### src/design/sfd_pkg.sv
package sfd_pkg;

    localparam int unsigned MAX_FRAME = 64;   // upper clamp on the frame-length bound
    localparam int unsigned MIN_FRAME = 4;    // lower clamp on the frame-length bound

    localparam logic [7:0] RST_SYNC_PRI  = 8'd238;
    localparam logic [7:0] RST_SYNC_SEC  = 8'd200;
    localparam logic [6:0] RST_MAX_LEN   = 7'd64;
    localparam logic [7:0] RST_CRC_POLY  = 8'd213;
    localparam logic [7:0] RST_CNT_TYPE  = 8'd22;

    localparam logic [15:0] CNT_FULL     = 16'hFFFF;

    typedef enum logic [2:0] {
        REG_SYNC_PRI = 3'd0,
        REG_SYNC_SEC = 3'd1,
        REG_MAX_LEN  = 3'd2,
        REG_CRC_POLY = 3'd3,
        REG_CNT_TYPE = 3'd4
    } t_cfg_idx;

    typedef enum logic [2:0] {
        STS_IGNORED  = 3'd0,
        STS_TAKEN    = 3'd1,
        STS_GOOD     = 3'd2,
        STS_CRC_FAIL = 3'd3,
        STS_BAD_LEN  = 3'd4,
        STS_OVERRUN  = 3'd5
    } t_status;

    typedef enum logic {
        RX_HUNT  = 1'b0,
        RX_FRAME = 1'b1
    } t_rx_state;

    typedef struct packed {
        logic [7:0] sync_pri;
        logic [7:0] sync_sec;
        logic [6:0] max_eff;    // max_frame_len clamped to MIN_FRAME..MAX_FRAME
        logic [7:0] crc_poly;
        logic [7:0] cnt_type;
    } t_cfg;

    typedef struct packed {
        t_status     status;
        logic [7:0]  byte_out;
        logic [5:0]  byte_index;
        logic [7:0]  frame_type;
        logic [6:0]  frame_length;
        logic [15:0] good_frames;
        logic [15:0] crc_failures;
    } t_result;

    // One byte through an MSB-first CRC-8, init handled by the caller.
    function automatic logic [7:0] crc8_step(input logic [7:0] crc,
                                             input logic [7:0] data,
                                             input logic [7:0] poly);
        logic [7:0] c;
        c = crc ^ data;
        for (int k = 0; k < 8; k++) begin
            if (c[7]) begin
                c = {c[6:0], 1'b0} ^ poly;
            end else begin
                c = {c[6:0], 1'b0};
            end
        end
        return c;
    endfunction

endpackage

### src/design/sfd_cfg.sv
module sfd_cfg (
    input  logic          i_clk,
    input  logic          i_rst_n,
    input  logic          i_cfg_we,
    input  logic [2:0]    i_cfg_index,
    input  logic [7:0]    i_cfg_data,
    output sfd_pkg::t_cfg o_cfg
);
    import sfd_pkg::*;

    logic [7:0] r_sync_pri;
    logic [7:0] r_sync_sec;
    logic [6:0] r_max_len;
    logic [7:0] r_crc_poly;
    logic [7:0] r_cnt_type;
    logic [6:0] max_eff;

    always_ff @(posedge i_clk) begin
        if (!i_rst_n) begin
            r_sync_pri <= RST_SYNC_PRI;
            r_sync_sec <= RST_SYNC_SEC;
            r_max_len  <= RST_MAX_LEN;
            r_crc_poly <= RST_CRC_POLY;
            r_cnt_type <= RST_CNT_TYPE;
        end else if (i_cfg_we) begin
            unique case (t_cfg_idx'(i_cfg_index))
                REG_SYNC_PRI: r_sync_pri <= i_cfg_data;
                REG_SYNC_SEC: r_sync_sec <= i_cfg_data;
                REG_MAX_LEN:  r_max_len  <= i_cfg_data[6:0];
                REG_CRC_POLY: r_crc_poly <= i_cfg_data;
                REG_CNT_TYPE: r_cnt_type <= i_cfg_data;
                default: ;
            endcase
        end
    end

    always_comb begin
        if (r_max_len < 7'(MIN_FRAME)) begin
            max_eff = 7'(MIN_FRAME);
        end else if (r_max_len > 7'(MAX_FRAME)) begin
            max_eff = 7'(MAX_FRAME);
        end else begin
            max_eff = r_max_len;
        end
    end

    assign o_cfg.sync_pri = r_sync_pri;
    assign o_cfg.sync_sec = r_sync_sec;
    assign o_cfg.max_eff  = max_eff;
    assign o_cfg.crc_poly = r_crc_poly;
    assign o_cfg.cnt_type = r_cnt_type;

endmodule

### src/design/sfd_deframe.sv
module sfd_deframe (
    input  logic             i_clk,
    input  logic             i_rst_n,
    input  logic             i_fire,
    input  logic [7:0]       i_byte,
    input  sfd_pkg::t_cfg    i_cfg,
    output sfd_pkg::t_result o_result
);
    import sfd_pkg::*;

    t_rx_state   r_state, n_state;
    logic [6:0]  r_idx,   n_idx;
    logic [6:0]  r_len,   n_len;
    logic [7:0]  r_crc,   n_crc;
    logic [7:0]  r_type,  n_type;
    logic [15:0] r_good,  n_good;
    logic [15:0] r_bad,   n_bad;

    t_status     status;
    logic [6:0]  pos;
    logic [7:0]  ftype;
    logic [6:0]  flen;

    logic        is_sync;
    logic        overrun;
    logic        bad_len;
    logic        last_byte;

    assign is_sync   = (i_byte == i_cfg.sync_pri) || (i_byte == i_cfg.sync_sec);
    assign overrun   = (r_idx > (i_cfg.max_eff - 7'd1));
    assign bad_len   = (r_idx == 7'd1) &&
                       ((i_byte > {1'b0, i_cfg.max_eff}) || (i_byte < 8'd2));
    // last byte sits at index length + 1; length is already held from index 2 on
    assign last_byte = (r_idx >= 7'd2) && ({1'b0, r_idx} >= ({1'b0, r_len} + 8'd1));

    // next state
    always_comb begin
        n_state = r_state;
        unique case (r_state)
            RX_HUNT: begin
                if (is_sync) n_state = RX_FRAME;
            end
            RX_FRAME: begin
                if (overrun || bad_len || last_byte) n_state = RX_HUNT;
            end
            default: n_state = RX_HUNT;
        endcase
    end

    // datapath and result
    always_comb begin
        n_idx  = r_idx;
        n_len  = r_len;
        n_crc  = r_crc;
        n_type = r_type;
        n_good = r_good;
        n_bad  = r_bad;
        status = STS_IGNORED;
        pos    = '0;
        ftype  = '0;
        flen   = '0;
        unique case (r_state)
            RX_HUNT: begin
                if (is_sync) begin
                    n_idx  = 7'd1;
                    n_len  = '0;
                    n_crc  = '0;
                    n_type = '0;
                    status = STS_TAKEN;
                end
            end
            RX_FRAME: begin
                priority if (overrun) begin
                    pos    = r_idx;
                    ftype  = r_type;
                    flen   = r_len;
                    status = STS_OVERRUN;
                    n_idx  = '0;
                    n_len  = '0;
                end else if (bad_len) begin
                    pos    = 7'd1;
                    status = STS_BAD_LEN;
                    n_idx  = '0;
                    n_len  = '0;
                end else begin
                    pos = r_idx;
                    if (r_idx == 7'd1) n_len  = i_byte[6:0];
                    if (r_idx == 7'd2) n_type = i_byte;
                    n_idx = r_idx + 7'd1;
                    ftype = (r_idx >= 7'd2) ? n_type : 8'd0;
                    flen  = n_len;
                    if (last_byte) begin
                        if (r_crc == i_byte) begin
                            status = STS_GOOD;
                            if ((n_type == i_cfg.cnt_type) && (r_good != CNT_FULL)) begin
                                n_good = r_good + 16'd1;
                            end
                        end else begin
                            status = STS_CRC_FAIL;
                            if (r_bad != CNT_FULL) n_bad = r_bad + 16'd1;
                        end
                        n_idx = '0;
                        n_len = '0;
                    end else begin
                        if (r_idx >= 7'd2) n_crc = crc8_step(r_crc, i_byte, i_cfg.crc_poly);
                        status = STS_TAKEN;
                    end
                end
            end
            default: ;
        endcase
    end

    always_ff @(posedge i_clk) begin
        if (!i_rst_n) begin
            r_state <= RX_HUNT;
            r_idx   <= '0;
            r_len   <= '0;
            r_crc   <= '0;
            r_type  <= '0;
            r_good  <= '0;
            r_bad   <= '0;
        end else if (i_fire) begin
            r_state <= n_state;
            r_idx   <= n_idx;
            r_len   <= n_len;
            r_crc   <= n_crc;
            r_type  <= n_type;
            r_good  <= n_good;
            r_bad   <= n_bad;
        end
    end

    assign o_result.status       = status;
    assign o_result.byte_out     = i_byte;
    assign o_result.byte_index   = pos[6] ? 6'h3F : pos[5:0];
    assign o_result.frame_type   = ftype;
    assign o_result.frame_length = flen;
    assign o_result.good_frames  = n_good;
    assign o_result.crc_failures = n_bad;

    a_idx_bound: assert property (@(posedge i_clk) disable iff (!i_rst_n)
        r_idx <= 7'(MAX_FRAME))
        else $error("frame index past bound");

    a_hunt_clear: assert property (@(posedge i_clk) disable iff (!i_rst_n)
        (r_state == RX_HUNT) |-> (r_idx == 7'd0) && (r_len == 7'd0))
        else $error("index or length left over outside a frame");

    a_good_mono: assert property (@(posedge i_clk) disable iff (!i_rst_n)
        $past(i_rst_n) |-> (r_good >= $past(r_good)) && (r_bad >= $past(r_bad)))
        else $error("frame counter went backwards");

endmodule

### src/design/serial_frame_deframer_crc8.sv
// Serial frame deframer with CRC-8 check.
//
// Input channel: one received byte per beat on i_rx_byte, qualified by
// i_valid; the block pushes back with o_stall. Output channel: one result
// beat per input beat (status, echoed byte, index, type, length and both
// frame counters), qualified by o_valid; the receiver pushes back with i_stall.
// Configuration: i_cfg_we / i_cfg_index / i_cfg_data write sync bytes, the
// frame-length bound, the CRC polynomial and the counted frame type. Write
// only while no beat is in flight.
//
// Path: a beat accepted into the input register reaches the output through
// one pass of logic and the result register.
// Throughput: one beat per cycle unless the output stalls; the per-byte CRC-8
// update and compare is the longest path between the two registers.
// Reset (synchronous, active low) drops any open frame, zeroes both counters
// and loads the default configuration.
// Stall: with i_stall high a result holds on the output and one more beat
// can still be taken into the input register; o_stall rises only when both
// are full and the output is stalled.
module serial_frame_deframer_crc8 (
    input  logic        i_clk,
    input  logic        i_rst_n,
    // input channel
    input  logic        i_valid,
    output logic        o_stall,
    input  logic [7:0]  i_rx_byte,
    // output channel
    output logic        o_valid,
    input  logic        i_stall,
    output logic [2:0]  o_status,
    output logic [7:0]  o_byte_out,
    output logic [5:0]  o_byte_index,
    output logic [7:0]  o_frame_type,
    output logic [6:0]  o_frame_length,
    output logic [15:0] o_good_frames,
    output logic [15:0] o_crc_failures,
    // configuration
    input  logic        i_cfg_we,
    input  logic [2:0]  i_cfg_index,
    input  logic [7:0]  i_cfg_data
);
    import sfd_pkg::*;

    t_cfg       cfg;
    t_result    result;

    // input register
    logic       r_in_valid;
    logic [7:0] r_in_byte;

    // result register
    logic       r_out_valid;
    t_result    r_out;

    logic       in_accept;
    logic       advance;   // input register beat moves through the deframer

    assign advance   = r_in_valid && (!r_out_valid || !i_stall);
    assign o_stall   = r_in_valid && !advance;
    assign in_accept = i_valid && !o_stall;

    sfd_cfg u_cfg (
        .i_clk       (i_clk),
        .i_rst_n     (i_rst_n),
        .i_cfg_we    (i_cfg_we),
        .i_cfg_index (i_cfg_index),
        .i_cfg_data  (i_cfg_data),
        .o_cfg       (cfg)
    );

    // frame state lives here; it only steps when a beat advances
    sfd_deframe u_deframe (
        .i_clk    (i_clk),
        .i_rst_n  (i_rst_n),
        .i_fire   (advance),
        .i_byte   (r_in_byte),
        .i_cfg    (cfg),
        .o_result (result)
    );

    always_ff @(posedge i_clk) begin
        if (!i_rst_n) begin
            r_in_valid <= 1'b0;
        end else if (in_accept) begin
            r_in_valid <= 1'b1;
        end else if (advance) begin
            r_in_valid <= 1'b0;
        end
    end

    // payload needs no reset
    always_ff @(posedge i_clk) begin
        if (in_accept) begin
            r_in_byte <= i_rx_byte;
        end
    end

    always_ff @(posedge i_clk) begin
        if (!i_rst_n) begin
            r_out_valid <= 1'b0;
        end else if (advance) begin
            r_out_valid <= 1'b1;
        end else if (!i_stall) begin
            r_out_valid <= 1'b0;
        end
    end

    always_ff @(posedge i_clk) begin
        if (advance) begin
            r_out <= result;
        end
    end

    assign o_valid        = r_out_valid;
    assign o_status       = r_out.status;
    assign o_byte_out     = r_out.byte_out;
    assign o_byte_index   = r_out.byte_index;
    assign o_frame_type   = r_out.frame_type;
    assign o_frame_length = r_out.frame_length;
    assign o_good_frames  = r_out.good_frames;
    assign o_crc_failures = r_out.crc_failures;

    a_stall_full: assert property (@(posedge i_clk) disable iff (!i_rst_n)
        o_stall |-> r_in_valid && r_out_valid && i_stall)
        else $error("input stalled without a full pipe");

    a_adv_out: assert property (@(posedge i_clk) disable iff (!i_rst_n)
        advance |=> r_out_valid)
        else $error("advanced beat lost before the result register");

    a_in_hold: assert property (@(posedge i_clk) disable iff (!i_rst_n)
        (r_in_valid && !advance) |=> r_in_valid && $stable(r_in_byte))
        else $error("held input beat overwritten");

endmodule
### config.mk
export PLATFORM = sky130hd
export DESIGN_NAME = serial_frame_deframer_crc8
export DESIGN_NICKNAME = d
export VERILOG_FILES = /design/src/design/sfd_pkg.sv /design/src/design/sfd_cfg.sv /design/src/design/sfd_deframe.sv /design/src/design/serial_frame_deframer_crc8.sv
export SDC_FILE = /design/constraint.sdc
export NUM_CORES = 1
export LEC_CHECK = 0
export BUFFER_PORTS_ARGS = -buffer_cell sky130_fd_sc_hd__buf_4
export CAP_MARGIN = 20
export CELL_PAD_IN_SITES_DETAIL_PLACEMENT = 0
export CELL_PAD_IN_SITES_GLOBAL_PLACEMENT = 1
export CORE_MARGIN = 4
export CORE_UTILIZATION = 40
export CTS_BUF_LIST = sky130_fd_sc_hd__clkbuf_16
export CTS_CLUSTER_SIZE = 30
export DETAILED_ROUTE_END_ITERATION = 10
export GPL_TIMING_DRIVEN = 0
export PLACE_DENSITY = 0.77
export SYNTH_ARGS = -nofsm -noshare
export SYNTH_HDL_FRONTEND = slang
export SYNTH_SLANG_ARGS = --single-unit
### constraint.sdc
create_clock -name i_clk -period 4 [get_ports i_clk]
set_clock_uncertainty 0.05 [all_clocks]
set_input_delay 0.8 -clock i_clk [delete_from_list [all_inputs] [get_ports i_clk]]
set_output_delay 0.8 -clock i_clk [all_outputs]
set_load 0.05 [all_outputs]
; Yosys cells after proc, flatten, opt, wreduce, memory -nomap -nowiden
; Index checks and enable logic that the tools add are counted.
; W data, S select, Z words.
[word_totals]
reg_bits = 176
latchBits = 0
mem_bits_rw = 0
rom_bits = 0
inputBits = 24
mem_count = 0
[op_classes]
addsub = 5
mul = 0
n_div = 0
n_lt_le_gt_ge = 7
n_eq_ne = 18
n_shift = 0
muxes = 102
bitwise_logic = 10
reduce_logical = 25
[op_table]
columns = operator, n
row1 = $mux W8, 57
row2 = $mux W16, 12
row3 = $mux W7, 16
row4 = $xor A8 B8 Y8, 9
row5 = $add A16 B1 Y16 const B, 2
row6 = $eq A8 B8 Y1, 4
row7 = $ne A16 B16 Y1 const B, 2
row8 = $pmux W8 S2, 2
row9 = $pmux W7 S2, 2
row10 = $reduce_and A2 Y1, 6
row11 = $add A7 B1 Y8 const B, 1
row12 = $ge A7 B8 Y1, 1
row13 = $gt A8 B7 Y1, 1
row14 = $lt A8 B2 Y1 const B, 1
row15 = $mux W1, 8
row16 = $ne A2 B2 Y1 const B, 4
row17 = $add A7 B1 Y7 const B, 1
row18 = $eq A7 B1 Y1 const B, 1
row19 = $eq A7 B2 Y1 const B, 1
row20 = $ge A7 B2 Y1 const B, 1
row21 = $gt A7 B7 Y1, 1
row22 = $gt A7 B7 Y1 const B, 1
row23 = $lt A7 B3 Y1 const B, 1
row24 = $sub A7 B1 Y7 const B, 1
row25 = other kinds (16), 31

; Depth between registers and ports, before layout
[logic_depth]
ltp_word = 58
depth_mapped = 18

; Hierarchy
; A second synthesis with hierarchy kept.
[hier_totals]
hier_cells = 1066
hier_area_um2 = 10173.5
[by_module_without_submodules]
columns = module, n_inst, cells_each, area_each_um2, seq_area_each_um2
row1 = sfd_deframe, 1, 824, 6292.3, 1261.2
row2 = serial_frame_deframer_crc8, 1, 80, 2245.9, 2202.1
row3 = sfd_cfg, 1, 162, 1635.3, 780.7

; Worst setup path before layout
; Ideal clock, no wire load.
[synth_timing]
path_type = flip-flop to flip-flop
start = register u_deframe.r_idx[6]
end = register r_out (netlist bit o_good_frames[11]) (data pin)
setup_time_ps = 261
arrival_ps = 3816
required_ps = 3689
setup_slack_ps = -127
stages_incl_launch_ff = 16
path_buffers = 3
path_cell_list = dfxtp_1 -> clkbuf_1 -> or4_1 -> nor2_1 -> and2_1 -> clkbuf_1 -> mux2i_1 -> xnor2_1 -> nor4_1 -> nand4_1 -> nor3_1 -> nor4b_2 -> nand4_1 -> clkbuf_1 -> nor2_1 -> xor2_1
[synth_rtl]
columns = item, line
row1 = from (decl), sfd_deframe.sv:12  ; logic [6:0] r_idx, n_idx;
row2 = from (signal assigned), sfd_deframe.sv:125  ; r_idx <= n_idx;
row3 = to (signal assigned), serial_frame_deframer_crc8.sv:110  ; r_out <= result;
row4 = to (decl), serial_frame_deframer_crc8.sv:53  ; t_result r_out;

; Worst setup path in the final report
[layout_timing]
start = register r_in_byte[5]
end = register u_deframe.r_crc[3]
[layout_between]
elab_chain_cells = 55
word_cells_on_any_way = 66
[layout_lines]
columns = item, line
row1 = from (decl), serial_frame_deframer_crc8.sv:49  ; logic [7:0] r_in_byte;
row2 = from (signal assigned), serial_frame_deframer_crc8.sv:94  ; r_in_byte <= i_rx_byte;
row3 = $xor A8 B8 Y8, sfd_pkg.sv:59  ; c = crc ^ data;
row4 = $xor A8 B8 Y8, sfd_pkg.sv:62  ; c = {c[6:0], 1'b0} ^ poly;
row5 = $mux W8, sfd_pkg.sv:61  ; if (c[7]) begin
row6 = $mux W8, sfd_deframe.sv:105  ; if (r_idx >= 7'd2) n_crc = crc8_step(r_crc, i_byte, i_cfg.crc_poly);
row7 = $mux W8, sfd_deframe.sv:92  ; if (last_byte) begin
row8 = $mux W8, sfd_deframe.sv:80  ; end else if (bad_len) begin
row9 = $mux W8, sfd_deframe.sv:73  ; priority if (overrun) begin
row10 = $mux W8, sfd_deframe.sv:62  ; unique case (r_state)
row11 = [... 39 more ...], --
row12 = "$mux W8, on equally long branches", "sfd_deframe.sv:62, sfd_deframe.sv:73"
row13 = $xor A8 B8 Y8 / $mux W8 (equally long branches), "sfd_pkg.sv:62, sfd_deframe.sv:62"
row14 = $mux W8, sfd_pkg.sv:61
row15 = $mux W8, sfd_deframe.sv:105
row16 = $mux W8, sfd_deframe.sv:92
row17 = $mux W8, sfd_deframe.sv:80
row18 = $mux W8, sfd_deframe.sv:73
row19 = $pmux W8 S2, sfd_deframe.sv:62
row20 = to (signal assigned), sfd_deframe.sv:127  ; r_crc <= n_crc;
row21 = to (decl), sfd_deframe.sv:14  ; logic [7:0] r_crc, n_crc;
; Parallel ways exist; a longest one is shown, timed or not. The select of a mux whose other input is x is not followed.
; A chain may end at the register's enable or synchronous reset.

==> impl_metrics.ini <==
[cts]
path_clk_slew_ns = 0.07
cts_max_level = 4
ctsHoldBuffers = 0
root_buffer = clkbuf_16
clock_path_buffers = 2
cts_buffers = 17
cts_tree = built
clk_latency_ns = 0.43
clock_sinks = 176

[finish]
n_antenna_cell = 0
drive_above_1_share = 0.2047
fin_util = 0.5120
nets = 1265
areaGrowthSynthToFinish_pct = 24.83
fill_cells = 2220

[setup_path]
cp_max_fo = 10
endpoint_kind = register
cp.required_ns = 4.26
start_kind = register
cp_data_arrival_time_ns = 4.20
rrSetupSlack_ns = 0.06
critPathKind = register to register

[yosys]
synth-main-ff-cell = dfxtp_1
ys_ff_latch = 176
yosysTopAreaCell = edfxtp_1
synth.distinct_cells = 67
synth_most_common_cell = nand2_1
avgSynthCellArea_um2 = 9.017
ys_async_sr_fraction = 0
synth_area_leaders = edfxtp_1, dfxtp_1, nand2_1
synth_top_area_share = 0.2233
yosys_warnings = 0
yosys-top-cells-count = nand2_1, dfxtp_1, nor2_1
syn_nets = 1126
syn_inst = 1074
synth-edff-count = 72
syn_area_um2 = 9684
yosysSeqAreaShare = 0.4382

[routing]
drt_pass1_iterations = 5
drt_iter0_markers = 555
vias = 8308
drc = 0
drt-total-wl_mm = 26.52
routedWlPerCell_um = 17.16
routed_via_density = 5.377
antenna_left = 0

[global_route]
grt_pass1_vias = 7626
grt_pass1_wl_mm = 41.17
grt_max_degree = 46
overflow = 0
grt_use_total = 0.1950
antenna_found_initial = 0

[floorplan]
initial_core_util = 0.4101
die_area_um2 = 26760
pin_count = 90
core_um2 = 23610
die_x_um = 163.6
num_rows = 56
die_y_um = 163.6

[timing]
fmax_ghz = 0.2540
timing.final.crit_share = 0.9844
hold_viol_final = 0
period_needed_ns = 3.938
setup_viol = 0
slew_violations = 0
holdWs_ns = 0.4175
rsz0062_at_grt = yes
tightest_slew_ns = 0.8856
relSlewSlack = 0.4074

[job]
cap_violations = 0

[place]
port_buffers = 88
dp_hpwl_mm = 18.32
gp_congestion = 0.8364

[power_and_ir_drop]
leakagePower_nw = 4.523
finalPower_mw = 4.754
power_density_nw_per_um2 = 393.2
vdd_ir_drop_max_uv = 285.4

[status]
outcome = finished clean

[hold_path]
hp-class = register to register
[cells by family (layout without fill, tap and decap cells)]
family	count (synthesis)	count (layout)	synth area share
simple gates	458	458	0.2200
compound gates	203	203	0.1366
flops	176	176	0.4382
xor+xnor	119	119	0.1239
buf+inv	77	229	0.03152
fa+ha+maj	28	28	0.03618
mux	13	13	0.01357
[through the flow]
step	std cells	TNS [ns]	setup slack, ns	instance area (um2)
6_report	1545	0	0.06240	12090
5_1_grt	1545	-0.7484	-0.07396	12090
4_1_cts	1531	0	0.002973	11670
3_5_place_dp	1482	-24.07	-0.9311	10780
3_3_place_gp	1481	-94.87	-1.218	10760
2_1_floorplan	1074	0	0.003463	9701
[sequential cells by signal (all words and copies together) (netlist names), 16 cells and up]
register / flops
o_crc_failures: 16
o_good_frames: 16
u_deframe.r_bad: 16
u_deframe.r_good: 16
[final cells by class]
type | count | area, um2 | share of cell area
sequential | 176 | 4263 | 0.3526
timing repair buffer | 126 | 973.4 | 0.08052
tap | 319 | 399.1 | 0.03302
buffer | 50 | 259.0 | 0.02142
multi-input combinational | 821 | 5548 | 0.4589
clock buffer | 17 | 425.4 | 0.03519
clock inverter | 15 | 142.6 | 0.01180
inverter | 21 | 78.83 | 0.006520
[worst max-delay path, stage by stage, from the launching register on]
cell and delay, ns:
edfxtp_1 0.41, buf_6 0.19, xnor2_4 0.21, buf_4 0.20, nor3_1 0.06, a2111o_1 0.43
o21ai_4 0.22, a21oi_4 0.10, or4_4 0.55, a31o_1 0.23, a2111o_1 0.39, nand4_1 0.19
buf_4 0.18, nand3_1 0.09, xor2_1 0.22, o2bb2ai_1 0.09
[cell usage in the layout, fill, tap and decap left out, types with 7 or more instances in the layout]
cell type,synthesis,routed
xnor2_1,65,58
o2bb2ai_1,9,9
inv_1,18,18
mux2i_1,12,11
or4_1,11,8
nand2_1,167,165
a22oi_1,14,14
a22o_1,8,8
clkbuf_1,49,33
o31ai_1,11,9
a21o_1,7,7
o21ai_0,34,29
nor2_1,102,98
a31oi_1,12,12
and3_1,14,12
nand3_1,67,63
nand4_1,17,17
nor4_1,10,9
clkbuf_16,0,17
o211ai_1,7,7
a21oi_1,61,56
xnor3_1,9,7
or3_1,10,9
edfxtp_1,72,72
xor2_1,42,40
dfxtp_1,104,97
buf_4,1,123
ha_1,28,26
nor3_1,22,18
[repair_timing]
action                     4_1_cts  5_1_grt
pin swaps                       18       32
buffers inserted                21       16
setup endpoints to repair       57       89
gates resized for setup         43       84
[metal layers]
metal,global-route usage,wire (um),up-vias
met2,0.3113,12190,238
li1,-,-,4119
met5,0,0,-
met3,0.03280,1464,24
met4,0.04003,265,0
met1,0.2803,12600,3927
[report_power, final]
group | internal [mW] | switching, mW
sequential | 1.91 | 0.0298
clock | 0.827 | 0.788
combinational | 0.537 | 0.662
[path summary, 6_finish.rpt]
path / start / end / depth (start not counted)
max: r_in_byte[5] / u_deframe.r_crc[3] / 15
min: u_cfg.r_cnt_type[6] / u_cfg.r_cnt_type[6] / 2
max reg2reg: r_in_byte[5] / u_deframe.r_crc[3] / 15
min reg2reg: u_cfg.r_cnt_type[6] / u_cfg.r_cnt_type[6] / 2
No activity file was read; power rests on OpenSTA's default activity.
